**src/rtl/fut_pkg.sv**
```systemverilog
// ----------------------------------------------------------------------------
// fut_pkg
// Shared types and constants of the first unique value tracker.
// ----------------------------------------------------------------------------
package fut_pkg;

    // payload widths fixed by the item format
    localparam int VALUE_W = 8;
    localparam int COUNT_W = 2;

    // occurrence count codes, saturating at repeated
    localparam logic [COUNT_W-1:0] COUNT_NONE     = 2'd0;
    localparam logic [COUNT_W-1:0] COUNT_ONCE     = 2'd1;
    localparam logic [COUNT_W-1:0] COUNT_REPEATED = 2'd2;

    // sequencer states, one-hot
    typedef enum logic [5:0] {
        ST_CLEAR    = 6'b000001,
        ST_IDLE     = 6'b000010,
        ST_UPD      = 6'b000100,
        ST_SKIP_ORD = 6'b001000,
        ST_SKIP_CNT = 6'b010000,
        ST_HOLD     = 6'b100000
    } t_state;

endpackage

```
**src/rtl/fut_if.sv**
```systemverilog
// ----------------------------------------------------------------------------
// fut_if
// Valid/ready channels for input items and result items.
// ----------------------------------------------------------------------------
interface fut_in_if;
    logic                        valid;
    logic                        ready;
    logic [fut_pkg::VALUE_W-1:0] value;

    modport source (output valid, output value, input ready);
    modport sink   (input valid, input value, output ready);
endinterface

interface fut_out_if;
    logic                        valid;
    logic                        ready;
    logic                        found;
    logic [fut_pkg::VALUE_W-1:0] first_value;

    modport source (output valid, output found, output first_value, input ready);
    modport sink   (input valid, input found, input first_value, output ready);
endinterface

```
**src/rtl/fut_ram.sv**
```systemverilog
// ----------------------------------------------------------------------------
// fut_ram
// Simple dual-port synchronous RAM, one write and one registered read port.
// ----------------------------------------------------------------------------
module fut_ram #(
    parameter int ADDR_W = 8,
    parameter int DATA_W = 8
) (
    input  logic              i_clk,
    input  logic              i_we,
    input  logic [ADDR_W-1:0] i_waddr,
    input  logic [DATA_W-1:0] i_wdata,
    input  logic [ADDR_W-1:0] i_raddr,
    output logic [DATA_W-1:0] o_rdata
);

    logic [DATA_W-1:0] r_mem [2**ADDR_W];
    logic [DATA_W-1:0] r_rdata;

    // write port
    always_ff @(posedge i_clk) begin
        if (i_we) begin
            r_mem[i_waddr] <= i_wdata;
        end
    end

    // registered read port
    always_ff @(posedge i_clk) begin
        r_rdata <= r_mem[i_raddr];
    end

    assign o_rdata = r_rdata;

endmodule

```
**src/rtl/fut_seq.sv**
```systemverilog
// ----------------------------------------------------------------------------
// fut_seq
// Sequencer: count clearing, count read-modify-write, first-occurrence push and head skip.
// ----------------------------------------------------------------------------
module fut_seq #(
    parameter int KEY_BITS = 8
) (
    input  logic                         i_clk,
    input  logic                         i_rst_n,
    fut_in_if.sink                       i_in,
    fut_out_if.source                    o_out,
    // count memory
    output logic                         o_cnt_we,
    output logic [KEY_BITS-1:0]          o_cnt_waddr,
    output logic [fut_pkg::COUNT_W-1:0]  o_cnt_wdata,
    output logic [KEY_BITS-1:0]          o_cnt_raddr,
    input  logic [fut_pkg::COUNT_W-1:0]  i_cnt_rdata,
    // order memory
    output logic                         o_ord_we,
    output logic [KEY_BITS-1:0]          o_ord_waddr,
    output logic [KEY_BITS-1:0]          o_ord_wdata,
    output logic [KEY_BITS-1:0]          o_ord_raddr,
    input  logic [KEY_BITS-1:0]          i_ord_rdata
);
    import fut_pkg::*;

    localparam int PTR_W = KEY_BITS + 1;
    localparam logic [PTR_W-1:0] DEPTH = PTR_W'(2**KEY_BITS);

    t_state               r_state, n_state;
    logic [KEY_BITS-1:0]  r_clr, n_clr;
    logic [PTR_W-1:0]     r_head, n_head;
    logic [PTR_W-1:0]     r_tail, n_tail;
    logic [KEY_BITS-1:0]  r_key, n_key;
    logic [KEY_BITS-1:0]  r_head_key, n_head_key;
    logic                 r_out_valid, n_out_valid;
    logic                 r_found, n_found;
    logic [VALUE_W-1:0]   r_first, n_first;

    logic                 accept;
    logic                 fin;
    logic                 push;
    logic [PTR_W-1:0]     head_inc;

    assign accept   = i_in.valid && i_in.ready;
    assign head_inc = r_head + PTR_W'(1);
    assign push     = (i_cnt_rdata == COUNT_NONE) && !r_tail[KEY_BITS];

    // the order read always looks one entry past the head
    assign o_ord_raddr = head_inc[KEY_BITS-1:0];
    assign o_ord_waddr = r_tail[KEY_BITS-1:0];
    assign o_ord_wdata = r_key;

    // next-state logic
    always_comb begin
        n_state     = r_state;
        n_clr       = r_clr;
        n_head      = r_head;
        n_tail      = r_tail;
        n_key       = r_key;
        n_head_key  = r_head_key;
        fin         = 1'b0;
        o_cnt_we    = 1'b0;
        o_cnt_waddr = r_key;
        o_cnt_wdata = COUNT_NONE;
        o_cnt_raddr = KEY_BITS'(i_in.value);
        o_ord_we    = 1'b0;

        unique case (r_state)
            ST_CLEAR: begin
                o_cnt_we    = 1'b1;
                o_cnt_waddr = r_clr;
                n_clr       = r_clr + KEY_BITS'(1);
                if (r_clr == '1) begin
                    n_state = ST_IDLE;
                end
            end
            ST_IDLE: begin
                if (accept) begin
                    n_key   = KEY_BITS'(i_in.value);
                    n_state = ST_UPD;
                end
            end
            ST_UPD: begin
                // count saturates at repeated
                if (i_cnt_rdata < COUNT_REPEATED) begin
                    o_cnt_we    = 1'b1;
                    o_cnt_wdata = i_cnt_rdata + COUNT_W'(1);
                end
                // first occurrence goes to the fifo tail
                if (push) begin
                    o_ord_we = 1'b1;
                    n_tail   = r_tail + PTR_W'(1);
                    if (r_head == r_tail) begin
                        n_head_key = r_key;
                    end
                end
                // head key just became repeated
                if ((r_head != r_tail) && (r_head_key == r_key) &&
                    (i_cnt_rdata == COUNT_ONCE)) begin
                    n_head = head_inc;
                    if (head_inc == r_tail) begin
                        fin = 1'b1;
                    end else begin
                        n_state = ST_SKIP_ORD;
                    end
                end else begin
                    fin = 1'b1;
                end
            end
            ST_SKIP_ORD: begin
                n_head_key  = i_ord_rdata;
                o_cnt_raddr = i_ord_rdata;
                n_state     = ST_SKIP_CNT;
            end
            ST_SKIP_CNT: begin
                if (i_cnt_rdata >= COUNT_REPEATED) begin
                    n_head = head_inc;
                    if (head_inc == r_tail) begin
                        fin = 1'b1;
                    end else begin
                        n_state = ST_SKIP_ORD;
                    end
                end else begin
                    fin = 1'b1;
                end
            end
            ST_HOLD: begin
                fin = 1'b1;
            end
            default: begin
                n_state = ST_CLEAR;
            end
        endcase

        // result register
        n_out_valid = r_out_valid && !o_out.ready;
        n_found     = r_found;
        n_first     = r_first;
        if (fin) begin
            if (!r_out_valid || o_out.ready) begin
                n_out_valid = 1'b1;
                n_found     = (n_head != n_tail);
                n_first     = (n_head != n_tail) ? VALUE_W'(n_head_key) : '0;
                n_state     = ST_IDLE;
            end else begin
                n_state = ST_HOLD;
            end
        end
    end

    // control registers
    always_ff @(posedge i_clk) begin
        if (!i_rst_n) begin
            r_state     <= ST_CLEAR;
            r_clr       <= '0;
            r_head      <= '0;
            r_tail      <= '0;
            r_out_valid <= 1'b0;
        end else begin
            r_state     <= n_state;
            r_clr       <= n_clr;
            r_head      <= n_head;
            r_tail      <= n_tail;
            r_out_valid <= n_out_valid;
        end
    end

    // payload registers
    always_ff @(posedge i_clk) begin
        r_key      <= n_key;
        r_head_key <= n_head_key;
        r_found    <= n_found;
        r_first    <= n_first;
    end

    assign i_in.ready        = (r_state == ST_IDLE);
    assign o_out.valid       = r_out_valid;
    assign o_out.found       = r_found;
    assign o_out.first_value = r_first;

    // checks
    a_head_le_tail: assert property (@(posedge i_clk) disable iff (!i_rst_n)
        r_head <= r_tail) else $error("fifo head passed tail");

    a_tail_bound: assert property (@(posedge i_clk) disable iff (!i_rst_n)
        r_tail <= DEPTH) else $error("fifo tail beyond depth");

    a_accept_upd: assert property (@(posedge i_clk) disable iff (!i_rst_n)
        accept |=> (r_state == ST_UPD)) else $error("accepted item not updated");

    a_not_found_zero: assert property (@(posedge i_clk) disable iff (!i_rst_n)
        (r_out_valid && !r_found) |-> (r_first == '0))
        else $error("first_value not zero without found");

endmodule

```
**src/rtl/first_unique_value_tracker.sv**
```systemverilog
// ----------------------------------------------------------------------------
// first_unique_value_tracker
// Reports, after each item, the oldest key seen exactly once so far.
// ----------------------------------------------------------------------------
// sequence: the count is read as the item is accepted and ST_UPD updates it;
//   when the head key turns repeated, ST_SKIP_ORD and ST_SKIP_CNT read each
//   further fifo entry, at most one per key ever pushed; a new item is taken
//   only once the last result is registered, which ST_HOLD delays on a stall
// reset: synchronous; a clearing pass over all 2^KEY_BITS count entries
//   zeroes the count memory, during which no item is accepted
module first_unique_value_tracker #(
    parameter int KEY_BITS = 8
) (
    input  logic      i_clk,
    input  logic      i_rst_n,
    fut_in_if.sink    i_in,
    fut_out_if.source o_out
);
    import fut_pkg::*;

    logic                cnt_we;
    logic [KEY_BITS-1:0] cnt_waddr;
    logic [COUNT_W-1:0]  cnt_wdata;
    logic [KEY_BITS-1:0] cnt_raddr;
    logic [COUNT_W-1:0]  cnt_rdata;
    logic                ord_we;
    logic [KEY_BITS-1:0] ord_waddr;
    logic [KEY_BITS-1:0] ord_wdata;
    logic [KEY_BITS-1:0] ord_raddr;
    logic [KEY_BITS-1:0] ord_rdata;

    // sequencer
    fut_seq #(.KEY_BITS(KEY_BITS)) u_seq (
        .i_clk       (i_clk),
        .i_rst_n     (i_rst_n),
        .i_in        (i_in),
        .o_out       (o_out),
        .o_cnt_we    (cnt_we),
        .o_cnt_waddr (cnt_waddr),
        .o_cnt_wdata (cnt_wdata),
        .o_cnt_raddr (cnt_raddr),
        .i_cnt_rdata (cnt_rdata),
        .o_ord_we    (ord_we),
        .o_ord_waddr (ord_waddr),
        .o_ord_wdata (ord_wdata),
        .o_ord_raddr (ord_raddr),
        .i_ord_rdata (ord_rdata)
    );

    // occurrence counts per key
    fut_ram #(.ADDR_W(KEY_BITS), .DATA_W(COUNT_W)) u_cnt_ram (
        .i_clk   (i_clk),
        .i_we    (cnt_we),
        .i_waddr (cnt_waddr),
        .i_wdata (cnt_wdata),
        .i_raddr (cnt_raddr),
        .o_rdata (cnt_rdata)
    );

    // keys in order of first occurrence
    fut_ram #(.ADDR_W(KEY_BITS), .DATA_W(KEY_BITS)) u_ord_ram (
        .i_clk   (i_clk),
        .i_we    (ord_we),
        .i_waddr (ord_waddr),
        .i_wdata (ord_wdata),
        .i_raddr (ord_raddr),
        .o_rdata (ord_rdata)
    );

endmodule

```
**src/flat_wrapper.sv**
```systemverilog
// flat-port wrapper written by rule: the top's interface ports become plain ports
module first_unique_value_tracker_flat import fut_pkg::*;
#(
    parameter int KEY_BITS = 8
)
  (i_clk, i_rst_n, i_in_valid, i_in_value, i_in_ready, o_out_valid, o_out_found, o_out_first_value, o_out_ready);
  fut_in_if i_in_i ();
  fut_out_if o_out_i ();
  input  logic i_clk;
  input  logic i_rst_n;
  input wire logic [$bits(i_in_i.valid)-1:0] i_in_valid;
  input wire logic [$bits(i_in_i.value)-1:0] i_in_value;
  output wire logic [$bits(i_in_i.ready)-1:0] i_in_ready;
  output wire logic [$bits(o_out_i.valid)-1:0] o_out_valid;
  output wire logic [$bits(o_out_i.found)-1:0] o_out_found;
  output wire logic [$bits(o_out_i.first_value)-1:0] o_out_first_value;
  input wire logic [$bits(o_out_i.ready)-1:0] o_out_ready;
  assign i_in_i.valid = i_in_valid;
  assign i_in_i.value = i_in_value;
  assign i_in_ready = i_in_i.ready;
  assign o_out_valid = o_out_i.valid;
  assign o_out_found = o_out_i.found;
  assign o_out_first_value = o_out_i.first_value;
  assign o_out_i.ready = o_out_ready;
  first_unique_value_tracker #(.KEY_BITS(KEY_BITS)) u_core (.i_clk(i_clk), .i_rst_n(i_rst_n), .i_in(i_in_i), .o_out(o_out_i));
endmodule
```
**config.mk**
```make
export PLATFORM = sky130hd
export DESIGN_NAME = first_unique_value_tracker_flat
export DESIGN_NICKNAME = d
export VERILOG_FILES = /design/src/rtl/fut_pkg.sv /design/src/rtl/fut_if.sv /design/src/rtl/fut_ram.sv /design/src/rtl/fut_seq.sv /design/src/rtl/first_unique_value_tracker.sv /design/src/flat_wrapper.sv
export SDC_FILE = /design/constraint.sdc
export NUM_CORES = 2
export LEC_CHECK = 0
export BUFFER_PORTS_ARGS = -buffer_cell sky130_fd_sc_hd__buf_4
export CAP_MARGIN = 20
export CORE_MARGIN = 1.5
export CORE_UTILIZATION = 35
export CTS_CLUSTER_SIZE = 20
export DETAILED_ROUTE_END_ITERATION = 7
export PLACE_DENSITY = 0.57
export RECOVER_POWER = 50
export SLEW_MARGIN = 10
export SYNTH_ARGS = -nofsm -noshare
export SYNTH_HDL_FRONTEND = slang
export SYNTH_HIERARCHICAL = 1
export SYNTH_SLANG_ARGS = --single-unit
```
**constraint.sdc**
```tcl
create_clock -name i_clk -period 17.4 [get_ports i_clk]
set_input_delay 1.74 -clock i_clk [delete_from_list [all_inputs] [get_ports i_clk]]
set_output_delay 1.74 -clock i_clk [all_outputs]
set_load 0.05 [all_outputs]
```
==> results.md <==
* Commonest cells post-synth: edfxtp_1, nor2_1, mux4_2
* CORE AREA at 297000 sq um
* Flops & latches, synth at 2628
* Tmin final at 11.08 ns
* Skew-Pair Late Insertion Delay at 0.86 ns
* Die footprint at 302300 sq um
* FF-to-FF path depth at 4
* Ys Warns at 6
* Cells after synthesis at 5388
* Slew Limit Headroom at -610.2%
* DRT Pass-1 Iters at 7
* Critical path buffers and inverters at 4
* Clock Sinks at 2628
* Post-synth EDFFs at 2577
* Sequential share of the synthesized area at 74.92%
* DR WL/cell at 28.12 um
* Pleak at 36.76 nW
* Remaining Overflow, GRT at 0
* Failing checks: capacitance limit, slew limit
* Mapped cell area at 104700 sq um
* Post-synth cell types at 93
* Worst setup SP type: flop
* Pre-CTS WS at 10.60 ns
* RSZ-0062 raised after global routing: no
* Clock Skew at 0.06663 ns
* Hold Vio Cnt, Final at 0
* FMAX at 0.09024 GHz
* Yosys top cell area share at 73.94%
* WP data required at 17.54 ns
* Cell count along the critical path at 4
* Via count at 53260
* CP most frequent cell: clkbuf_1
* PortBufs at 22
* Status: finished, violations left
* Routability congestion estimate at 0.8140
* Hold depth at 2
* Power Density at 108.1 nW/um^2
* Post-CTS Repair Setup Buffers at 0
* Top-count cell post-synth: edfxtp_1
* Worst hold margin at 0.5126 ns
* Die X at 549.8 um
* Pint at 10.16 mW
* Clock root cell: clkbuf_16
* Least-Margin Pin Slew at 10.65 ns
* Detailed Place HPWL at 159200 um
* Power Total at 12.66 mW
* Final core occ at 39.42%
* # hold bufs at CTS at 0
* CTS Buf Count at 281
* Hold WC Path Type: flop to flop
* CP top delay family: buffers and inverters
* Num ports at 23
* Worst vdd rail ir drop at 0.08017 mV
* Post-synth top flop: edfxtp_1
* Final nets at 5468
* Async set-or-reset flop fraction in the synthesized netlist at 0%
* Clock transition at path regs at 0.06 ns
* CTS resizes at 0
* Crit path DAT at 11.22 ns
* Sequential power share at 54.1%
* First-pass GRT wire length at 387100 um
* Endpoint class of the critical path: flop
* P&R area growth vs syn at 11.89%
* Crit-path cells: clkbuf_1 -> clkbuf_1 -> clkbuf_1 -> clkbuf_1
* Setup ws final at 6.318 ns
* Vias in the first global route at 53690
* Clock Power Share at 45.0%
* Largest net degree at the start of global routing at 257
* Net switching power at 2.497 mW
* Switching Share at 19.73%
* Setup CP Type: flop to flop
* Combinational power share at 0.9%
* FF/Latch Area at 78410 sq um
* Synth Net Count at 5403
* Crit path largest cell delay at 3.22 ns
* Fraction of layout cells with a size suffix above 1 at 19.33%
* Total negative setup slack at 0 ns
* Final setup viols at 0
* Post-route DRC at 0
* H-tree levels at 5
* Max Buffers Root-to-Sink at 4
* Total track usage at 17.54%
* Die height at 549.8 um
* Filler cell count at 26460
* Final Max Slew Viols at 2585
* 1st-iter DRT viols at 5699
* CTS tree: done
* Crit Path Max Fanout at 90
* Area leader, netlist: edfxtp_1
* Antenna-violating nets left at 0
* Starting Density at 35.23%
* Initial antenna violation count at 8
* Maximum capacitance violations at 26
* FP Rows at 200
* Slowest-stage cell, CP: clkbuf_1
* Area of the multi-input gates at 24070 sq um
* Syn avg cell area at 19.42 sq um
* Crit share post-route at 63.69%
* Synth top area cells: edfxtp_1, mux4_2, nor2_1
* Final Routed Wirelength at 270100 um
* Vias per cell at 5.545
power by group through the flow:
stage	Combinational [mW]	Clock, mW	Sequential, mW
3_3_place_gp	0.111	0	6.98
6_report	0.110	5.70	6.85
2_1_floorplan	0.0781	0	6.98
5_1_grt	0.117	6.03	6.84
3_5_place_dp	0.111	0	6.98
4_1_cts	0.111	5.80	6.85
final cells by class:
cell class              instances  share of cell area, %
inverters                      24                0.08334
repair buffers                142                 0.7896
flip-flops and latches       2628                  66.96
multi-input cells            2376                  20.55
clock buffers                 352                  6.445
well taps                    3939                  4.209
diodes                          6                0.01282
clock inverters               138                 0.9542
flip-flops by register name, indices dropped and copies added (netlist names):
name,flops
u_core/u_seq/r_state,6
u_core/u_ord_ram/r_mem,2048
u_core/u_seq/r_head,9
u_core/u_cnt_ram/r_mem,512
u_core/u_ord_ram/o_rdata,8
u_core/u_seq/o_out.first_value,8
u_core/u_seq/r_clr,8
u_core/u_cnt_ram/o_rdata,2
u_core/u_seq/o_ord_wdata,8
u_core/u_seq/o_out.valid,1
u_core/u_seq/r_head_key,8
u_core/u_seq/r_tail,9
u_core/u_seq/o_out.found,1
path summary, 6_finish.rpt:
check | startpoint | to | slack (ns)
max | u_core/u_seq/o_ord_wdata[1] | u_core/u_ord_ram/r_mem[226][1] | 6.32
max reg2reg | u_core/u_seq/o_ord_wdata[1] | u_core/u_ord_ram/r_mem[226][1] | 6.32
min | u_core/u_seq/r_clr[1] | u_core/u_seq/r_clr[1] | 0.51
min reg2reg | u_core/u_seq/r_clr[1] | u_core/u_seq/r_clr[1] | 0.51
metal layers:
layer | track usage [%] | wire length (um)
met3 | 3.081 | 18660
met1 | 24.58 | 115100
met4 | 5.024 | 7255
met2 | 28.06 | 129000
met5 | 0 | 41
cells by family after synthesis:
group / count (synthesis) / synth area share [%]
AND/OR/NAND/NOR: 992 / 4.324
multiplexers: 773 / 14.17
XOR/XNOR: 64 / 0.5488
AO/OA/AOI/OAI: 544 / 3.770
flip-flops: 2628 / 74.92
adder cells (fa/ha/maj): 3 / 0.03587
buffers and inverters: 384 / 2.237
layout by cell type, fill, tap and decap left out, types with 24 or more instances in the layout:
cell type  netlist  routed
a211oi_1        28      28
a21oi_1        111     111
a221oi_1        29      29
a22oi_1        137     137
buf_4           39      85
clkbuf_1       182      99
clkbuf_16        0     288
clkinv_1         1      47
clkinv_2         0      54
dfxtp_1         51      51
edfxtp_1      2577    2577
mux2i_1        197     197
mux4_2         536     536
nand2_1        103     103
nand3_1         76      72
nand4_1         27      27
nor2_1         566     564
nor2b_1         52      48
nor3_1          34      35
nor4_1          26      24
o221ai_1        64      64
o22ai_1         35      35
xnor2_1         43      39
worst reg2reg max path: stages (launching register included):
cell,delay [ns]
edfxtp_1,0.50
clkbuf_1,3.22
clkbuf_1,2.88
clkbuf_1,1.34
clkbuf_1,2.42
through the flow:
stage	cell area, sq um	cells
after floorplan	104700	5388
after global placement	108600	9096
after detailed placement	108700	9104
after CTS	117300	9594
after global routing	117100	9600
final	117100	9605
Power figures use the tool's default switching activity.
